### src/sv/i2cms_pkg.sv
// Package of the I2C master transfer sequencer: request, status, action and
// result codes, the decoded command kind and the command word type.
// No dependencies.
package i2cms_pkg;

  localparam logic [1:0] REQ_LOAD     = 2'd0;
  localparam logic [1:0] REQ_START_WR = 2'd1;
  localparam logic [1:0] REQ_START_RD = 2'd2;
  localparam logic [1:0] REQ_STATUS   = 2'd3;

  localparam logic [7:0] STATUS_MASK      = 8'hF8;
  localparam logic [7:0] ST_BUS_ERROR     = 8'h00;
  localparam logic [7:0] ST_START         = 8'h08;
  localparam logic [7:0] ST_REP_START     = 8'h10;
  localparam logic [7:0] ST_MT_SLA_ACK    = 8'h18;
  localparam logic [7:0] ST_MT_SLA_NACK   = 8'h20;
  localparam logic [7:0] ST_MT_DATA_ACK   = 8'h28;
  localparam logic [7:0] ST_MT_DATA_NACK  = 8'h30;
  localparam logic [7:0] ST_ARB_LOST      = 8'h38;
  localparam logic [7:0] ST_MR_SLA_ACK    = 8'h40;
  localparam logic [7:0] ST_MR_SLA_NACK   = 8'h48;
  localparam logic [7:0] ST_MR_DATA_ACK   = 8'h50;
  localparam logic [7:0] ST_MR_DATA_NACK  = 8'h58;

  localparam logic [2:0] ACT_NONE    = 3'd0;
  localparam logic [2:0] ACT_START   = 3'd1;
  localparam logic [2:0] ACT_LOAD    = 3'd2;
  localparam logic [2:0] ACT_ACK     = 3'd3;
  localparam logic [2:0] ACT_NACK    = 3'd4;
  localparam logic [2:0] ACT_STOP    = 3'd5;
  localparam logic [2:0] ACT_RELEASE = 3'd6;

  localparam logic [1:0] RES_OK    = 2'd0;
  localparam logic [1:0] RES_NACK  = 2'd1;
  localparam logic [1:0] RES_ERROR = 2'd2;
  localparam logic [1:0] RES_BUSY  = 2'd3;

  typedef enum logic [3:0] {
    K_LOAD,
    K_START_WR,
    K_START_RD,
    K_ADDR,
    K_TX_ACK,
    K_SLA_NACK,
    K_DATA_NACK,
    K_ARB,
    K_RX_DATA,
    K_RX_ADDR_ACK,
    K_RX_LAST,
    K_BUS_ERR,
    K_NONE
  } kind_t;

  typedef struct packed {
    kind_t      kind;
    logic [6:0] dev_addr;
    logic [7:0] len;
    logic [7:0] data;
    logic       len_over;
  } cmd_t;

endpackage

### src/sv/i2cms_req_if.sv
// Request channel of the sequencer: valid/ready handshake and input fields.
// Depends on nothing but the language.
interface i2cms_req_if;
  logic       valid;
  logic       ready;
  logic [1:0] req_type;
  logic [6:0] dev_addr;
  logic [7:0] transfer_length;
  logic [7:0] tx_byte;
  logic [7:0] bus_status;
  logic [7:0] rx_byte;

  modport source (output valid, req_type, dev_addr, transfer_length, tx_byte,
                  bus_status, rx_byte, input ready);
  modport sink (input valid, req_type, dev_addr, transfer_length, tx_byte,
                bus_status, rx_byte, output ready);
endinterface

### src/sv/i2cms_res_if.sv
// Result channel of the sequencer: valid/ready handshake and output fields.
// Depends on nothing but the language.
interface i2cms_res_if;
  logic       valid;
  logic       ready;
  logic [2:0] bus_action;
  logic [7:0] out_byte;
  logic       rx_valid;
  logic [7:0] rx_data;
  logic [4:0] rx_position;
  logic       done_res;
  logic [1:0] result_code;
  logic [5:0] byte_count;

  modport source (output valid, bus_action, out_byte, rx_valid, rx_data,
                  rx_position, done_res, result_code, byte_count, input ready);
  modport sink (input valid, bus_action, out_byte, rx_valid, rx_data,
                rx_position, done_res, result_code, byte_count, output ready);
endinterface

### src/sv/i2cms_ram.sv
// Generic single-port-write, single-port-read RAM with registered read data.
// No dependencies.
module i2cms_ram #(
  parameter int WIDTH = 8,
  parameter int DEPTH = 32
) (
  input  logic                                 clk,
  input  logic                                 wr_en,
  input  logic [(DEPTH > 1 ? $clog2(DEPTH) : 1)-1:0] wr_addr,
  input  logic [WIDTH-1:0]                     wr_data,
  input  logic [(DEPTH > 1 ? $clog2(DEPTH) : 1)-1:0] rd_addr,
  output logic [WIDTH-1:0]                     rd_data
);
  logic [WIDTH-1:0] mem [DEPTH];

  always_ff @(posedge clk) begin
    if (wr_en) begin
      mem[wr_addr] <= wr_data;
    end
    rd_data <= mem[rd_addr];
  end
endmodule

### src/sv/i2cms_front.sv
// Front end of the sequencer: takes request words and decodes them into
// command words for the queue. Uses i2cms_pkg and i2cms_req_if.
module i2cms_front #(
  parameter int BUFFER_DEPTH = 32
) (
  i2cms_req_if.sink         req,
  output logic              push,
  output i2cms_pkg::cmd_t   cmd,
  input  logic              q_ready
);
  import i2cms_pkg::*;

  logic [7:0] status;

  assign push      = req.valid;
  assign req.ready = q_ready;
  assign status    = req.bus_status & STATUS_MASK;

  always_comb begin
    cmd.kind     = K_NONE;
    cmd.dev_addr = req.dev_addr;
    cmd.len      = req.transfer_length;
    cmd.data     = req.rx_byte;
    cmd.len_over = req.transfer_length > 8'(BUFFER_DEPTH);
    case (req.req_type)
      REQ_LOAD: begin
        cmd.kind = K_LOAD;
        cmd.data = req.tx_byte;
      end
      REQ_START_WR: cmd.kind = K_START_WR;
      REQ_START_RD: cmd.kind = K_START_RD;
      default: begin
        case (status)
          ST_START, ST_REP_START:          cmd.kind = K_ADDR;
          ST_MT_SLA_ACK, ST_MT_DATA_ACK:   cmd.kind = K_TX_ACK;
          ST_MT_SLA_NACK, ST_MR_SLA_NACK:  cmd.kind = K_SLA_NACK;
          ST_MT_DATA_NACK:                 cmd.kind = K_DATA_NACK;
          ST_ARB_LOST:                     cmd.kind = K_ARB;
          ST_MR_SLA_ACK:                   cmd.kind = K_RX_ADDR_ACK;
          ST_MR_DATA_ACK:                  cmd.kind = K_RX_DATA;
          ST_MR_DATA_NACK:                 cmd.kind = K_RX_LAST;
          ST_BUS_ERROR:                    cmd.kind = K_BUS_ERR;
          default:                         cmd.kind = K_NONE;
        endcase
      end
    endcase
  end
endmodule

### src/sv/i2cms_queue.sv
// Two-entry queue of command words between the front end and the back end.
// Uses i2cms_pkg.
module i2cms_queue (
  input  logic            clk,
  input  logic            rst,
  input  logic            push,
  input  i2cms_pkg::cmd_t din,
  output logic            ready,
  output logic            valid,
  output i2cms_pkg::cmd_t dout,
  input  logic            pop
);
  import i2cms_pkg::*;

  localparam int DEPTH = 2;

  cmd_t       slot [DEPTH];
  logic [1:0] count;
  logic       wr_ptr;
  logic       rd_ptr;
  logic       push_ok;

  assign ready   = count != 2'(DEPTH);
  assign valid   = count != 2'd0;
  assign dout    = slot[rd_ptr];
  assign push_ok = push && ready;

  always_ff @(posedge clk) begin
    if (rst) begin
      count  <= 2'd0;
      wr_ptr <= 1'b0;
      rd_ptr <= 1'b0;
    end else begin
      count <= count + 2'(push_ok) - 2'(pop);
      if (push_ok) begin
        wr_ptr <= ~wr_ptr;
      end
      if (pop) begin
        rd_ptr <= ~rd_ptr;
      end
    end
  end

  always_ff @(posedge clk) begin
    if (push_ok) begin
      slot[wr_ptr] <= din;
    end
  end
endmodule

### src/sv/i2cms_back.sv
// Back end of the sequencer: transfer state, byte buffer and result register.
// Uses i2cms_pkg, i2cms_res_if and i2cms_ram.
module i2cms_back #(
  parameter int BUFFER_DEPTH = 32
) (
  input  logic            clk,
  input  logic            rst,
  input  logic            q_valid,
  input  i2cms_pkg::cmd_t cmd,
  output logic            pop,
  i2cms_res_if.source     res
);
  import i2cms_pkg::*;

  localparam int PW = $clog2(BUFFER_DEPTH + 1);
  localparam int AW = (BUFFER_DEPTH > 1) ? $clog2(BUFFER_DEPTH) : 1;
  localparam logic [PW-1:0] DEPTH_P = PW'(BUFFER_DEPTH);

  typedef enum logic [1:0] {MODE_READY, MODE_RX, MODE_TX} mode_t;
  typedef enum logic [2:0] {ERR_NONE, ERR_SLA_NACK, ERR_DATA_NACK, ERR_ARB, ERR_BUS} err_t;

  mode_t         mode, mode_next;
  err_t          error_mark, error_mark_next;
  logic [7:0]    address_rw, address_rw_next;
  logic [PW-1:0] position, position_next;
  logic [PW-1:0] end_count, end_count_next;
  logic [PW-1:0] load_pointer, load_pointer_next;

  logic [2:0]    act;
  logic [7:0]    obyte;
  logic          rxv;
  logic [7:0]    rxd;
  logic [4:0]    rxp;
  logic          done;
  logic [1:0]    code;
  logic [5:0]    count;
  logic          fin;
  logic [2:0]    fin_act;
  logic [PW:0]   count_full;
  logic [PW:0]   end_p1;

  logic          wr_en;
  logic [AW-1:0] wr_addr;
  logic [7:0]    wr_data;
  logic [AW-1:0] rd_addr;
  logic [7:0]    rd_data;
  logic          byp_hit;
  logic [7:0]    byp_data;
  logic [7:0]    buf_byte;

  assign pop      = q_valid && (!res.valid || res.ready);
  assign rd_addr  = position_next[AW-1:0];
  assign buf_byte = byp_hit ? byp_data : rd_data;

  i2cms_ram #(
    .WIDTH (8),
    .DEPTH (BUFFER_DEPTH)
  ) u_buffer (
    .clk     (clk),
    .wr_en   (wr_en),
    .wr_addr (wr_addr),
    .wr_data (wr_data),
    .rd_addr (rd_addr),
    .rd_data (rd_data)
  );

  always_comb begin
    mode_next         = mode;
    error_mark_next   = error_mark;
    address_rw_next   = address_rw;
    position_next     = position;
    end_count_next    = end_count;
    load_pointer_next = load_pointer;
    act     = ACT_NONE;
    obyte   = 8'h00;
    rxv     = 1'b0;
    rxd     = 8'h00;
    rxp     = 5'd0;
    done    = 1'b0;
    code    = RES_OK;
    count   = 6'd0;
    fin     = 1'b0;
    fin_act = ACT_NONE;
    wr_en   = 1'b0;
    wr_addr = load_pointer[AW-1:0];
    wr_data = cmd.data;
    end_p1     = {1'b0, end_count} + 1'b1;
    count_full = '0;
    if (pop) begin
      case (cmd.kind)
        K_LOAD, K_START_WR, K_START_RD: begin
          if (mode != MODE_READY) begin
            done = 1'b1;
            code = RES_BUSY;
          end else if (cmd.kind == K_LOAD) begin
            if (load_pointer < DEPTH_P) begin
              wr_en             = 1'b1;
              load_pointer_next = load_pointer + 1'b1;
            end
          end else if (cmd.len_over) begin
            done = 1'b1;
            code = RES_ERROR;
          end else begin
            load_pointer_next = '0;
            if (cmd.kind == K_START_RD && cmd.len == 8'd0) begin
              done = 1'b1;
              code = RES_OK;
            end else begin
              error_mark_next = ERR_NONE;
              position_next   = '0;
              act             = ACT_START;
              if (cmd.kind == K_START_WR) begin
                mode_next       = MODE_TX;
                end_count_next  = PW'(cmd.len);
                address_rw_next = {cmd.dev_addr, 1'b0};
              end else begin
                mode_next       = MODE_RX;
                end_count_next  = PW'(cmd.len - 8'd1);
                address_rw_next = {cmd.dev_addr, 1'b1};
              end
            end
          end
        end
        default: begin
          if (mode != MODE_READY) begin
            case (cmd.kind)
              K_ADDR: begin
                act   = ACT_LOAD;
                obyte = address_rw;
              end
              K_TX_ACK: begin
                if (position < end_count && position < DEPTH_P) begin
                  act           = ACT_LOAD;
                  obyte         = buf_byte;
                  position_next = position + 1'b1;
                end else begin
                  fin     = 1'b1;
                  fin_act = ACT_STOP;
                end
              end
              K_SLA_NACK: begin
                error_mark_next = ERR_SLA_NACK;
                fin             = 1'b1;
                fin_act         = ACT_STOP;
              end
              K_DATA_NACK: begin
                error_mark_next = ERR_DATA_NACK;
                fin             = 1'b1;
                fin_act         = ACT_STOP;
              end
              K_ARB: begin
                error_mark_next = ERR_ARB;
                fin             = 1'b1;
                fin_act         = ACT_RELEASE;
              end
              K_BUS_ERR: begin
                error_mark_next = ERR_BUS;
                fin             = 1'b1;
                fin_act         = ACT_STOP;
              end
              K_RX_ADDR_ACK: begin
                act = (position < end_count) ? ACT_ACK : ACT_NACK;
              end
              K_RX_DATA, K_RX_LAST: begin
                rxv = 1'b1;
                rxd = cmd.data;
                rxp = 5'(position);
                if (position < DEPTH_P) begin
                  wr_en         = 1'b1;
                  wr_addr       = position[AW-1:0];
                  position_next = position + 1'b1;
                end
                if (cmd.kind == K_RX_LAST) begin
                  fin     = 1'b1;
                  fin_act = ACT_STOP;
                end else begin
                  act = (position_next < end_count) ? ACT_ACK : ACT_NACK;
                end
              end
              default: ;
            endcase
          end
        end
      endcase
      if (fin) begin
        count_full = {1'b0, position_next};
        if (mode == MODE_RX && count_full > end_p1) begin
          count_full = end_p1;
        end
        act       = fin_act;
        done      = 1'b1;
        count     = 6'(count_full);
        mode_next = MODE_READY;
        case (error_mark_next)
          ERR_NONE:                    code = RES_OK;
          ERR_SLA_NACK, ERR_DATA_NACK: code = RES_NACK;
          default:                     code = RES_ERROR;
        endcase
      end
    end
  end

  always_ff @(posedge clk) begin
    if (rst) begin
      mode         <= MODE_READY;
      error_mark   <= ERR_NONE;
      address_rw   <= 8'h00;
      position     <= '0;
      end_count    <= '0;
      load_pointer <= '0;
      byp_hit      <= 1'b0;
      res.valid    <= 1'b0;
    end else begin
      mode         <= mode_next;
      error_mark   <= error_mark_next;
      address_rw   <= address_rw_next;
      position     <= position_next;
      end_count    <= end_count_next;
      load_pointer <= load_pointer_next;
      byp_hit      <= wr_en && (wr_addr == rd_addr);
      byp_data     <= wr_data;
      if (pop) begin
        res.valid       <= 1'b1;
        res.bus_action  <= act;
        res.out_byte    <= obyte;
        res.rx_valid    <= rxv;
        res.rx_data     <= rxd;
        res.rx_position <= rxp;
        res.done_res    <= done;
        res.result_code <= code;
        res.byte_count  <= count;
      end else if (res.ready) begin
        res.valid <= 1'b0;
      end
    end
  end
endmodule

### src/sv/i2c_master_transfer_sequencer_top.sv
// Top level of the I2C master transfer sequencer.
// Uses i2cms_pkg, the channel interfaces, i2cms_front, i2cms_queue, i2cms_back.

// The sequencer takes one word per clock cycle while its command queue has room
// and returns exactly one result word for each; with the result side always ready
// it sustains one word per cycle. A request is written into the two-entry command
// queue when it is taken, and the back end then updates the transfer state and
// registers the result. Write data and received bytes share a buffer RAM of
// BUFFER_DEPTH bytes with registered read; it is not cleared after reset, so a
// write transfer must only send bytes loaded first.
module i2c_master_transfer_sequencer_top #(
  parameter int BUFFER_DEPTH = 32
) (
  input logic         clk,
  input logic         rst,
  i2cms_req_if.sink   req,
  i2cms_res_if.source res
);
  import i2cms_pkg::*;

  logic push;
  logic q_ready;
  logic q_valid;
  logic pop;
  cmd_t push_cmd;
  cmd_t q_cmd;

  i2cms_front #(
    .BUFFER_DEPTH (BUFFER_DEPTH)
  ) u_front (
    .req     (req),
    .push    (push),
    .cmd     (push_cmd),
    .q_ready (q_ready)
  );

  i2cms_queue u_queue (
    .clk   (clk),
    .rst   (rst),
    .push  (push),
    .din   (push_cmd),
    .ready (q_ready),
    .valid (q_valid),
    .dout  (q_cmd),
    .pop   (pop)
  );

  i2cms_back #(
    .BUFFER_DEPTH (BUFFER_DEPTH)
  ) u_back (
    .clk     (clk),
    .rst     (rst),
    .q_valid (q_valid),
    .cmd     (q_cmd),
    .pop     (pop),
    .res     (res)
  );
endmodule

### src/flat_wrapper.sv
// flat-port wrapper written by rule: the top's interface ports become plain ports
module i2c_master_transfer_sequencer_top_flat import i2cms_pkg::*;
#(
  parameter int BUFFER_DEPTH = 32
)
  (clk, rst, req_valid, req_req_type, req_dev_addr, req_transfer_length, req_tx_byte, req_bus_status, req_rx_byte, req_ready, res_valid, res_bus_action, res_out_byte, res_rx_valid, res_rx_data, res_rx_position, res_done_res, res_result_code, res_byte_count, res_ready);
  i2cms_req_if req_i ();
  i2cms_res_if res_i ();
  input logic clk;
  input logic rst;
  input wire logic [$bits(req_i.valid)-1:0] req_valid;
  input wire logic [$bits(req_i.req_type)-1:0] req_req_type;
  input wire logic [$bits(req_i.dev_addr)-1:0] req_dev_addr;
  input wire logic [$bits(req_i.transfer_length)-1:0] req_transfer_length;
  input wire logic [$bits(req_i.tx_byte)-1:0] req_tx_byte;
  input wire logic [$bits(req_i.bus_status)-1:0] req_bus_status;
  input wire logic [$bits(req_i.rx_byte)-1:0] req_rx_byte;
  output wire logic [$bits(req_i.ready)-1:0] req_ready;
  output wire logic [$bits(res_i.valid)-1:0] res_valid;
  output wire logic [$bits(res_i.bus_action)-1:0] res_bus_action;
  output wire logic [$bits(res_i.out_byte)-1:0] res_out_byte;
  output wire logic [$bits(res_i.rx_valid)-1:0] res_rx_valid;
  output wire logic [$bits(res_i.rx_data)-1:0] res_rx_data;
  output wire logic [$bits(res_i.rx_position)-1:0] res_rx_position;
  output wire logic [$bits(res_i.done_res)-1:0] res_done_res;
  output wire logic [$bits(res_i.result_code)-1:0] res_result_code;
  output wire logic [$bits(res_i.byte_count)-1:0] res_byte_count;
  input wire logic [$bits(res_i.ready)-1:0] res_ready;
  assign req_i.valid = req_valid;
  assign req_i.req_type = req_req_type;
  assign req_i.dev_addr = req_dev_addr;
  assign req_i.transfer_length = req_transfer_length;
  assign req_i.tx_byte = req_tx_byte;
  assign req_i.bus_status = req_bus_status;
  assign req_i.rx_byte = req_rx_byte;
  assign req_ready = req_i.ready;
  assign res_valid = res_i.valid;
  assign res_bus_action = res_i.bus_action;
  assign res_out_byte = res_i.out_byte;
  assign res_rx_valid = res_i.rx_valid;
  assign res_rx_data = res_i.rx_data;
  assign res_rx_position = res_i.rx_position;
  assign res_done_res = res_i.done_res;
  assign res_result_code = res_i.result_code;
  assign res_byte_count = res_i.byte_count;
  assign res_i.ready = res_ready;
  i2c_master_transfer_sequencer_top #(.BUFFER_DEPTH(BUFFER_DEPTH)) u_core (.clk(clk), .rst(rst), .req(req_i), .res(res_i));
endmodule
### config.mk
export PLATFORM = sky130hd
export DESIGN_NAME = i2c_master_transfer_sequencer_top_flat
export DESIGN_NICKNAME = d
export VERILOG_FILES = /design/src/sv/i2cms_pkg.sv /design/src/sv/i2cms_req_if.sv /design/src/sv/i2cms_res_if.sv /design/src/sv/i2cms_ram.sv /design/src/sv/i2cms_front.sv /design/src/sv/i2cms_queue.sv /design/src/sv/i2cms_back.sv /design/src/sv/i2c_master_transfer_sequencer_top.sv /design/src/flat_wrapper.sv
export SDC_FILE = /design/constraint.sdc
export NUM_CORES = 1
export LEC_CHECK = 0
export BUFFER_PORTS_ARGS = -buffer_cell sky130_fd_sc_hd__clkbuf_2
export CAP_MARGIN = 5
export CORE_MARGIN = 3
export CORE_UTILIZATION = 50
export CTS_BUF_LIST = sky130_fd_sc_hd__clkbuf_2
export CTS_CLUSTER_DIAMETER = 120
export DETAILED_ROUTE_END_ITERATION = 10
export PLACE_DENSITY = 0.67
export SLEW_MARGIN = 20
export SYNTH_ARGS = -nofsm -noshare
export SYNTH_HDL_FRONTEND = slang
export SYNTH_HIERARCHICAL = 1
export SYNTH_SLANG_ARGS = --single-unit
export TNS_END_PERCENT = 1
### constraint.sdc
create_clock -name clk -period 5.91 [get_ports clk]
set_clock_uncertainty 0.15 [all_clocks]
set_input_delay 1.182 -clock clk [delete_from_list [all_inputs] [get_ports clk]]
set_output_delay 1.182 -clock clk [all_outputs]
set_load 0.005 [all_outputs]
==> results of run 1 <==
worst register-to-register path: stages, from the launching register on:
cell and delay [ns]:
sky130_fd_sc_hd__dfxtp_1 0.65, sky130_fd_sc_hd__mux2_2 0.44, sky130_fd_sc_hd__inv_1 0.11, sky130_fd_sc_hd__ha_1 0.15, sky130_fd_sc_hd__nor4bb_1 0.26, sky130_fd_sc_hd__nand4_1 0.26
sky130_fd_sc_hd__and2_1 0.29, sky130_fd_sc_hd__a311oi_2 0.37, sky130_fd_sc_hd__nand2_2 0.18, sky130_fd_sc_hd__o21ai_4 0.28, sky130_fd_sc_hd__buf_12 0.39, sky130_fd_sc_hd__mux4_2 0.67
sky130_fd_sc_hd__mux4_2 0.49, sky130_fd_sc_hd__mux2_2 0.27
metal layers:
layer	wire length [um]	part of all wire [%]	vias to the layer above
met5	51	0.14	-
met4	822	2.3	6
met3	2700	7.5	64
met2	16300	45	375
met1	16200	45	4934
li1	-	-	4547
area by class of cell:
type | instances | area [um^2]
flip-flops and latches | 400 | 11600
repair buffers | 124 | 763
clock inverters | 34 | 179
multi-input cells | 582 | 5180
inverters | 25 | 93.8
clock buffers | 129 | 646
fillers | 2707 | 14700
diodes | 1 | 2.50
well taps | 448 | 561
kinds of logic after synthesis:
logic type / count (synthesis) / synth area share, %
flops: 400 / 67.2
simple gates: 260 / 7.34
mux: 139 / 14.4
compound gates: 135 / 5.35
buf+inv: 96 / 2.77
xor+xnor: 26 / 1.33
fa+ha+maj: 22 / 1.60
metrics by stage:
stage | instance area [um^2] | instances | hold slack [ns] | power, mW | setup slack, ns
global route | 19000 | 1743 | 0.175 | 6.29 | 0.420
floorplan | 17200 | 1078 | 0.286 | 4.02 | 1.39
CTS | 19000 | 1742 | 0.173 | 6.05 | 0.768
global placement | 18100 | 1579 | 0.296 | 4.31 | 0.844
finish | 19000 | 1743 | 0.303 | 5.96 | 0.819
detailed placement | 18100 | 1579 | 0.303 | 4.34 | 0.814
sequential cells by signal, indices dropped and copies added, names as in the netlist, 3 cells and up, named ones only:
name,count
u_core/u_back/res.rx_data,8
u_core/u_back/res.bus_action,3
u_core/u_back/position,6
u_core/u_queue/slot,56
u_core/u_back/u_buffer/rd_data,8
u_core/u_back/res.byte_count,6
u_core/u_back/byp_data,8
u_core/u_back/res.rx_position,5
u_core/u_back/end_count,6
u_core/u_back/u_buffer/mem,256
u_core/u_back/error_mark,3
u_core/u_back/load_pointer,6
u_core/u_back/address_rw,8
u_core/u_back/res.out_byte,8
worst paths after layout:
path | from | to | slack, ns | cells after the start
max | flip-flop | u_core/u_back/u_buffer/rd_data[6]$_DFF_P_ | 0.82 | 13
min | req_dev_addr[4] | u_core/u_queue/slot[0][21]$_DFFE_PP_ | 0.30 | 1
max reg2reg | flip-flop | u_core/u_back/u_buffer/rd_data[6]$_DFF_P_ | 0.82 | 13
min reg2reg | u_core/u_back/address_rw[1]$_SDFFE_PP0P_ | u_core/u_back/address_rw[1]$_SDFFE_PP0P_ | 0.31 | 2
layout by cell type (no fill, tap or decap), drive strengths merged, types with 5 or more instances in the layout:
cell type and instances:
edfxtp 354, clkbuf 206, nor2 95, mux4 80, nand2 61, mux2 57
buf 47, dfxtp 46, a21oi 42, inv 28, clkinv 27, ha 22
and3 19, xnor2 18, o21ai 17, nand3 16, a211oi 15, nand2b 12
nor3 12, xor2 8, a22oi 8, a21o 6, nand3b 6, o22ai 6
nor2b 5, or2 5, o211ai 5, and2 5, o21a 5
where the power goes:
part	internal, mW	switching [mW]	total [mW]	leakage (nW)
combinational	0.257	0.595	0.852	2.21
sequential	3.38	0.0492	3.43	3.60
clock	0.643	1.04	1.68	0.622
==> Implementation_results.wiki, run 1 <==
{| class="wikitable"
! Metric !! Value
|-
| Total die area || around 37,000 um^2
|-
| Post-DP HPWL || ~23,000 um
|-
| Min-Delay Path Class || in -> reg
|-
| Average wire per standard cell || between 20 and 25 um
|-
| Type of the setup path with the least slack || reg -> reg
|-
| Area added between synthesis and finish || 10.4%
|-
| Leakage power || ~6.4 nW
|-
| Count of final max-slew check failures || 0
|-
| Maximum fanout encountered on the critical timing path || 50
|-
| Sequence of cells on the critical path || mux2_2 > inv_1 > ha_1 > nor4bb_1 > nand4_1 > and2_1 > a311oi_2 > nand2_2 > o21ai_4 > buf_12 > mux4_2 > mux4_2 > mux2_2
|-
| Starting Density || 51.0%
|-
| Number of setup violations in the final report || 0
|-
| Register bit count reported by yosys || 400
|-
| Final routed wirelength across all metal layers || between 30,000 and 40,000 um
|-
| Most utilized layer in the global route result || met2
|-
| First-pass GRT wire length || about 56,000 um
|-
| Remaining Overflow, GRT || 0
|-
| Clock tree from TritonCTS || yes
|-
| Worst-margin pin slew || approximately 0.94 ns
|-
| Final standard cell utilization of the core || between 50% and 60%
|-
| Pin count of the biggest net entering global routing || 65
|-
| Number of global-route vias before repair || 9,893
|-
| Crit-path leading delay family || multiplexers
|-
| Unrepaired setup endpoints after global routing || false
|-
| Largest cells by area after synthesis || sky130_fd_sc_hd__edfxtp_1, sky130_fd_sc_hd__mux4_2, sky130_fd_sc_hd__dfxtp_1, sky130_fd_sc_hd__mux2_2, sky130_fd_sc_hd__nor2_1
|-
| Overall die width || ~190 um
|-
| Total I/O pin count || 81
|-
| Crit-path slowest cell || sky130_fd_sc_hd__dfxtp_1
|-
| Final critical path time including I/O delays and setup || 5.09 ns
|-
| Average cell area after synthesis || between 15 and 20 um^2
|-
| Largest area contributor in the netlist || sky130_fd_sc_hd__edfxtp_1
|-
| CP peak stage delay || ~0.65 ns
|-
| Period Utilization, post-route || 86.1%
|-
| Synthesized area || between 15,000 and 20,000 um^2
|-
| Number of enable-type register cells in the synthesized netlist || roughly 350
|-
| Synthesized instance count || about 1,100
|-
| Warnings from Yosys || 6
|-
| Most used flip-flop cell after synthesis || sky130_fd_sc_hd__edfxtp_1
|-
| Clk_lat worst skew || roughly 0.93 ns
|-
| Met2 global-route usage || 29.7%
|-
| Kind of capture point of the worst setup path || flip-flop
|-
| Antenna violations before repair || 4
|-
| Commonest cells post-synth || sky130_fd_sc_hd__edfxtp_1, sky130_fd_sc_hd__nor2_1, sky130_fd_sc_hd__mux4_2
|-
| Setup TNS || 0 ns
|-
| Cell with the most instances after synthesis || sky130_fd_sc_hd__edfxtp_1
|-
| F_max || 0.196 GHz
|-
| Result of the run || completed
|-
| Cts hold-fix bufs || 0
|-
| Die height || ~190 um
|-
| Vias after detailed routing || 9,926
|-
| Count of buffering cells on the critical path with inverters included || 2
|-
| CTS Buf Count || between 90 and 100
|-
| Core area || 33,700 um^2
|-
| Total Nets Final || 1,298
|-
| Crit path DAT || 5.74 ns
|-
| Post-detailed-route DRC marker count || 0
|-
| Worst Path Required || between 6 and 7 ns
|-
| Share of the synthesized area in the top cell type || between 60% and 70%
|-
| Share of synthesized registers carrying an async set or reset || 0%
|-
| Length of the first detailed-routing pass in iterations || 6
|-
| Clock root buffer master || sky130_fd_sc_hd__clkbuf_2
|-
| Seq/Total Area, Yosys || around two thirds
|-
| Overall global routing resource usage || around a fifth
|-
| Placement row count || 67
|-
| Maximum capacitance violations || 0
|-
| Via/cell ratio || between 5 and 6
|-
| Kind of start point of the critical path || flip-flop
|-
| Final weighted congestion in routability-driven placement || 0.888
|-
| Clock sinks || 400
|-
| P per Cell Area || around 310 nW/um^2
|-
| Clock transition at path regs || 0.10 ns
|-
| Level count of the clock H-tree || 3
|-
| Remaining number of nets flagged by the antenna check after routing || 0
|-
| Count of cell types in the netlist || between 70 and 80
|-
| Syn Nets || about 1,100
|-
| Global-route track usage on met3 || about 4.9%
|-
| Post-CTS resize count || 0
|-
| Global-route track usage on met1 || between 20 and 30%
|-
| Max Root-Sink Buffers || 3
|-
| Number of DRC violations after detailed-routing iteration 0 || 904
|-
| Peak supply drop || between 150 and 200 uV
|-
| Rel. slew slack || 37.2%
|-
| Setup Fix Bufs, Post-CTS || 0
|-
| Layout cell share with drive strength beyond 1 || between 30% and 40%
|-
| Number of hold violations in the final report || 0
|-
| Count of buffers inserted at the top-level ports || 77
|}
Note: power is estimated with default switching activity, not from simulation.
==> run 2: changes to the inputs <==
--- a/config.mk
+++ b/config.mk
@@ -7,7 +7,6 @@
 export LEC_CHECK = 0
 export BUFFER_PORTS_ARGS = -buffer_cell sky130_fd_sc_hd__clkbuf_2
 export CAP_MARGIN = 5
-export CORE_MARGIN = 3
 export CORE_UTILIZATION = 50
 export CTS_BUF_LIST = sky130_fd_sc_hd__clkbuf_2
 export CTS_CLUSTER_DIAMETER = 120
==> run 2 against run 1 <==
  * Worst hold slack improved by 0.0048 ns
  * Clock power grew 5%
  * Via count up 0.92%
  * Largest cell class unchanged
==> Implementation_results.wiki, run 2 (synthesis gave the netlist of run 1 again) <==
{| class="wikitable"
! Metric !! Value
|-
| Starting Density || 51.0% (unchanged)
|-
| Die height || 187 um (was 191 um)
|-
| First-pass GRT wire length || 57,400 um (was 56,000 um)
|-
| Cts hold-fix bufs || 0 (unchanged)
|-
| Maximum capacitance violations || 0 (unchanged)
|-
| Pin count of the biggest net entering global routing || 65 (unchanged)
|-
| Clock Power Share || 29.3% (was 28.2%)
|-
| Leakage power || 6.53 nW (was 6.43 nW)
|-
| Length of the first detailed-routing pass in iterations || 5 (was 6)
|-
| Min-Delay Path Class || in -> reg (unchanged)
|-
| Post-CTS resize count || 0 (unchanged)
|-
| Post-detailed-route DRC marker count || 0 (unchanged)
|-
| Count of final max-slew check failures || 0 (unchanged)
|-
| Placed instance area || 18,200 um^2 (was 18,100 um^2)
|-
| Design Area, Final || 19,100 um^2 (was 19,000 um^2)
|-
| Clock root buffer master || sky130_fd_sc_hd__clkbuf_2 (unchanged)
|-
| Level count of the clock H-tree || 3 (unchanged)
|-
| Kind of start point of the critical path || flip-flop (unchanged)
|-
| Remaining number of nets flagged by the antenna check after routing || 0 (unchanged)
|-
| Peak supply drop || 174 uV (was 192 uV)
|-
| Clock tree from TritonCTS || yes (unchanged)
|-
| Crit path DAT || 5.86 ns (was 5.74 ns)
|-
| Fraction of power consumed by sequential logic || 56.6% (was 57.5%)
|-
| Total Nets Final || 1,303 (was 1,298)
|-
| Cell internal pwr || 4.34 mW (was 4.28 mW)
|-
| CP peak stage delay || 0.72 ns (was 0.65 ns)
|-
| Antenna violations before repair || 2 (was 4)
|-
| Area added between synthesis and finish || 11.2% (was 10.4%)
|-
| Final routed wirelength across all metal layers || 36,700 um (was 36,100 um)
|-
| Total I/O pin count || 81 (unchanged)
|-
| Commonest non-fill, non-tap cells in the layout || sky130_fd_sc_hd__edfxtp_1, sky130_fd_sc_hd__clkbuf_2, sky130_fd_sc_hd__nor2_1, sky130_fd_sc_hd__mux4_2, sky130_fd_sc_hd__nand2_1 (unchanged)
|-
| Number of setup violations in the final report || 0 (unchanged)
|-
| Final weighted congestion in routability-driven placement || 0.885 (was 0.888)
|-
| Worst-margin pin slew || 1.03 ns (was 0.939 ns)
|-
| Clk_lat worst skew || 0.94 ns (was 0.93 ns)
|-
| Net switching power figure || 1.72 mW (was 1.68 mW)
|-
| Core area || 33,700 um^2 (unchanged)
|-
| Result of the run || completed (unchanged)
|-
| Final critical path time including I/O delays and setup || 5.24 ns (was 5.09 ns)
|-
| Overall die width || 187 um (was 191 um)
|-
| Fraction of power spent switching nets || 28.3% (about the same)
|-
| F_max || 0.191 GHz (was 0.196 GHz)
|-
| Placement row count || 67 (unchanged)
|-
| Clock sinks || 400 (unchanged)
|-
| CTS Buf Count || 97 (was 98)
|-
| Clock transition at path regs || 0.10 ns (about the same)
|-
| Sequence of cells on the critical path || mux2_2 > nor4b_1 > o211ai_1 > a21oi_2 > buf_4 > or3_1 > nand2_2 > o21ai_4 > buf_12 > mux4_2 > mux4_2 > mux2_2 (was mux2_2 > inv_1 > ha_1 > nor4bb_1 > nand4_1 > and2_1 > a311oi_2 > nand2_2 > o21ai_4 > buf_12 > mux4_2 > mux4_2 > mux2_2)
|-
| Biggest registers after layout || u_core/u_back/u_buffer/mem x256, u_core/u_queue/slot x56 (unchanged)
|-
| Remaining Overflow, GRT || 0 (unchanged)
|-
| Vias after detailed routing || 10,000 (was 9,926)
|-
| Count of buffering cells on the critical path with inverters included || 2 (unchanged)
|-
| Maximum fanout encountered on the critical timing path || 27 (was 50)
|-
| Setup TNS || 0 ns (unchanged)
|-
| Layout cell share with drive strength beyond 1 || 33.9% (was 33.3%)
|-
| Worst hold slack || 0.308 ns (was 0.303 ns)
|-
| Period Utilization, post-route || 88.6% (was 86.1%)
|-
| Count of buffers inserted at the top-level ports || 77 (unchanged)
|-
| Number of placed cells counting well taps || 1,585 (was 1,579)
|-
| Final standard cell utilization of the core || 56.7% (was 56.3%)
|-
| Setup slack after placement || 0.774 ns (was 0.814 ns)
|-
| Max Root-Sink Buffers || 3 (unchanged)
|-
| Combinational cell fraction of total power || 14.1% (was 14.3%)
|-
| Number of DRC violations after detailed-routing iteration 0 || 1,085 (was 904)
|-
| Type of the setup path with the least slack || reg -> reg (unchanged)
|-
| Crit-path slowest cell || sky130_fd_sc_hd__nor4b_1 (was sky130_fd_sc_hd__dfxtp_1)
|-
| Number of global-route vias before repair || 9,985 (was 9,893)
|-
| Flip-flop count of the largest register after layout || 256 (unchanged)
|-
| Worst Path Required || 6.54 ns (was 6.56 ns)
|-
| Post-DP HPWL || 23,300 um (was 23,400 um)
|-
| Setup Fix Bufs, Post-CTS || 0 (unchanged)
|-
| P per Cell Area || 317 nW/um^2 (was 314 nW/um^2)
|-
| Via/cell ratio || 5.68 (was 5.69)
|-
| Unrepaired setup endpoints after global routing || false (unchanged)
|-
| Rel. slew slack || 30.8% (was 37.2%)
|-
| Most common library cell in the layout ignoring fill and taps || sky130_fd_sc_hd__edfxtp_1 (unchanged)
|-
| Kind of capture point of the worst setup path || flip-flop (unchanged)
|-
| Number of hold violations in the final report || 0 (unchanged)
|-
| Register ranked first by flip-flop count || u_core/u_back/u_buffer/mem (unchanged)
|-
| Crit-path leading delay family || multiplexers (unchanged)
|-
| Post-Layout Cell Count || 1,765 (was 1,743)
|-
| Overall global routing resource usage || 21.7% (was 20.2%)
|-
| Total die area || 35,100 um^2 (was 36,600 um^2)
|-
| Worst-case setup margin in the final layout || 0.674 ns (was 0.819 ns)
|-
| Post-layout total power || 6.06 mW (was 5.96 mW)
|-
| Average wire per standard cell || 20.8 um (was 20.7 um)
|}
run 2: layout make-up:
type                    count  area, um^2
multi-input cells         582        5170
repair buffers            130         833
clock buffers             146         731
clock inverters            33         166
diodes                      1        2.50
inverters                  25        93.8
flip-flops and latches    400       11600
fillers                  2783       14600
well taps                 448         561
run 2: power groups by stage:
| stage | registers, mW | logic (mW) | clock network, mW |
|---|---|---|---|
| floorplan | 3.48 | 0.544 | 0 |
| global placement | 3.49 | 0.834 | 0 |
| detailed placement | 3.50 | 0.854 | 0 |
| CTS | 3.43 | 0.858 | 1.84 |
| global route | 3.45 | 0.939 | 1.98 |
| finish | 3.43 | 0.857 | 1.77 |
run 2: final timing paths:
path,to,startpoint,cells after the start,slack [ns]
worst max-delay path,u_core/u_back/u_buffer/rd_data[4]$_DFF_P_,flip-flop,12,0.67
worst min-delay path,u_core/u_queue/slot[0][19]$_DFFE_PP_,req_dev_addr[2],1,0.31
worst max register to register,u_core/u_back/u_buffer/rd_data[4]$_DFF_P_,flip-flop,12,0.67
worst min register to register,u_core/u_back/error_mark[0]$_SDFFE_PP0P_,u_core/u_back/error_mark[0]$_SDFFE_PP0P_,2,0.32
run 2: metal layers:
| metal | share of wire [%] | track usage [%] |
|---|---|---|
| met1 | 45 | 32.3 |
| met2 | 46 | 32.0 |
| met3 | 7.2 | 4.67 |
| met4 | 1.4 | 6.62 |
| met5 | 0 | 0 |
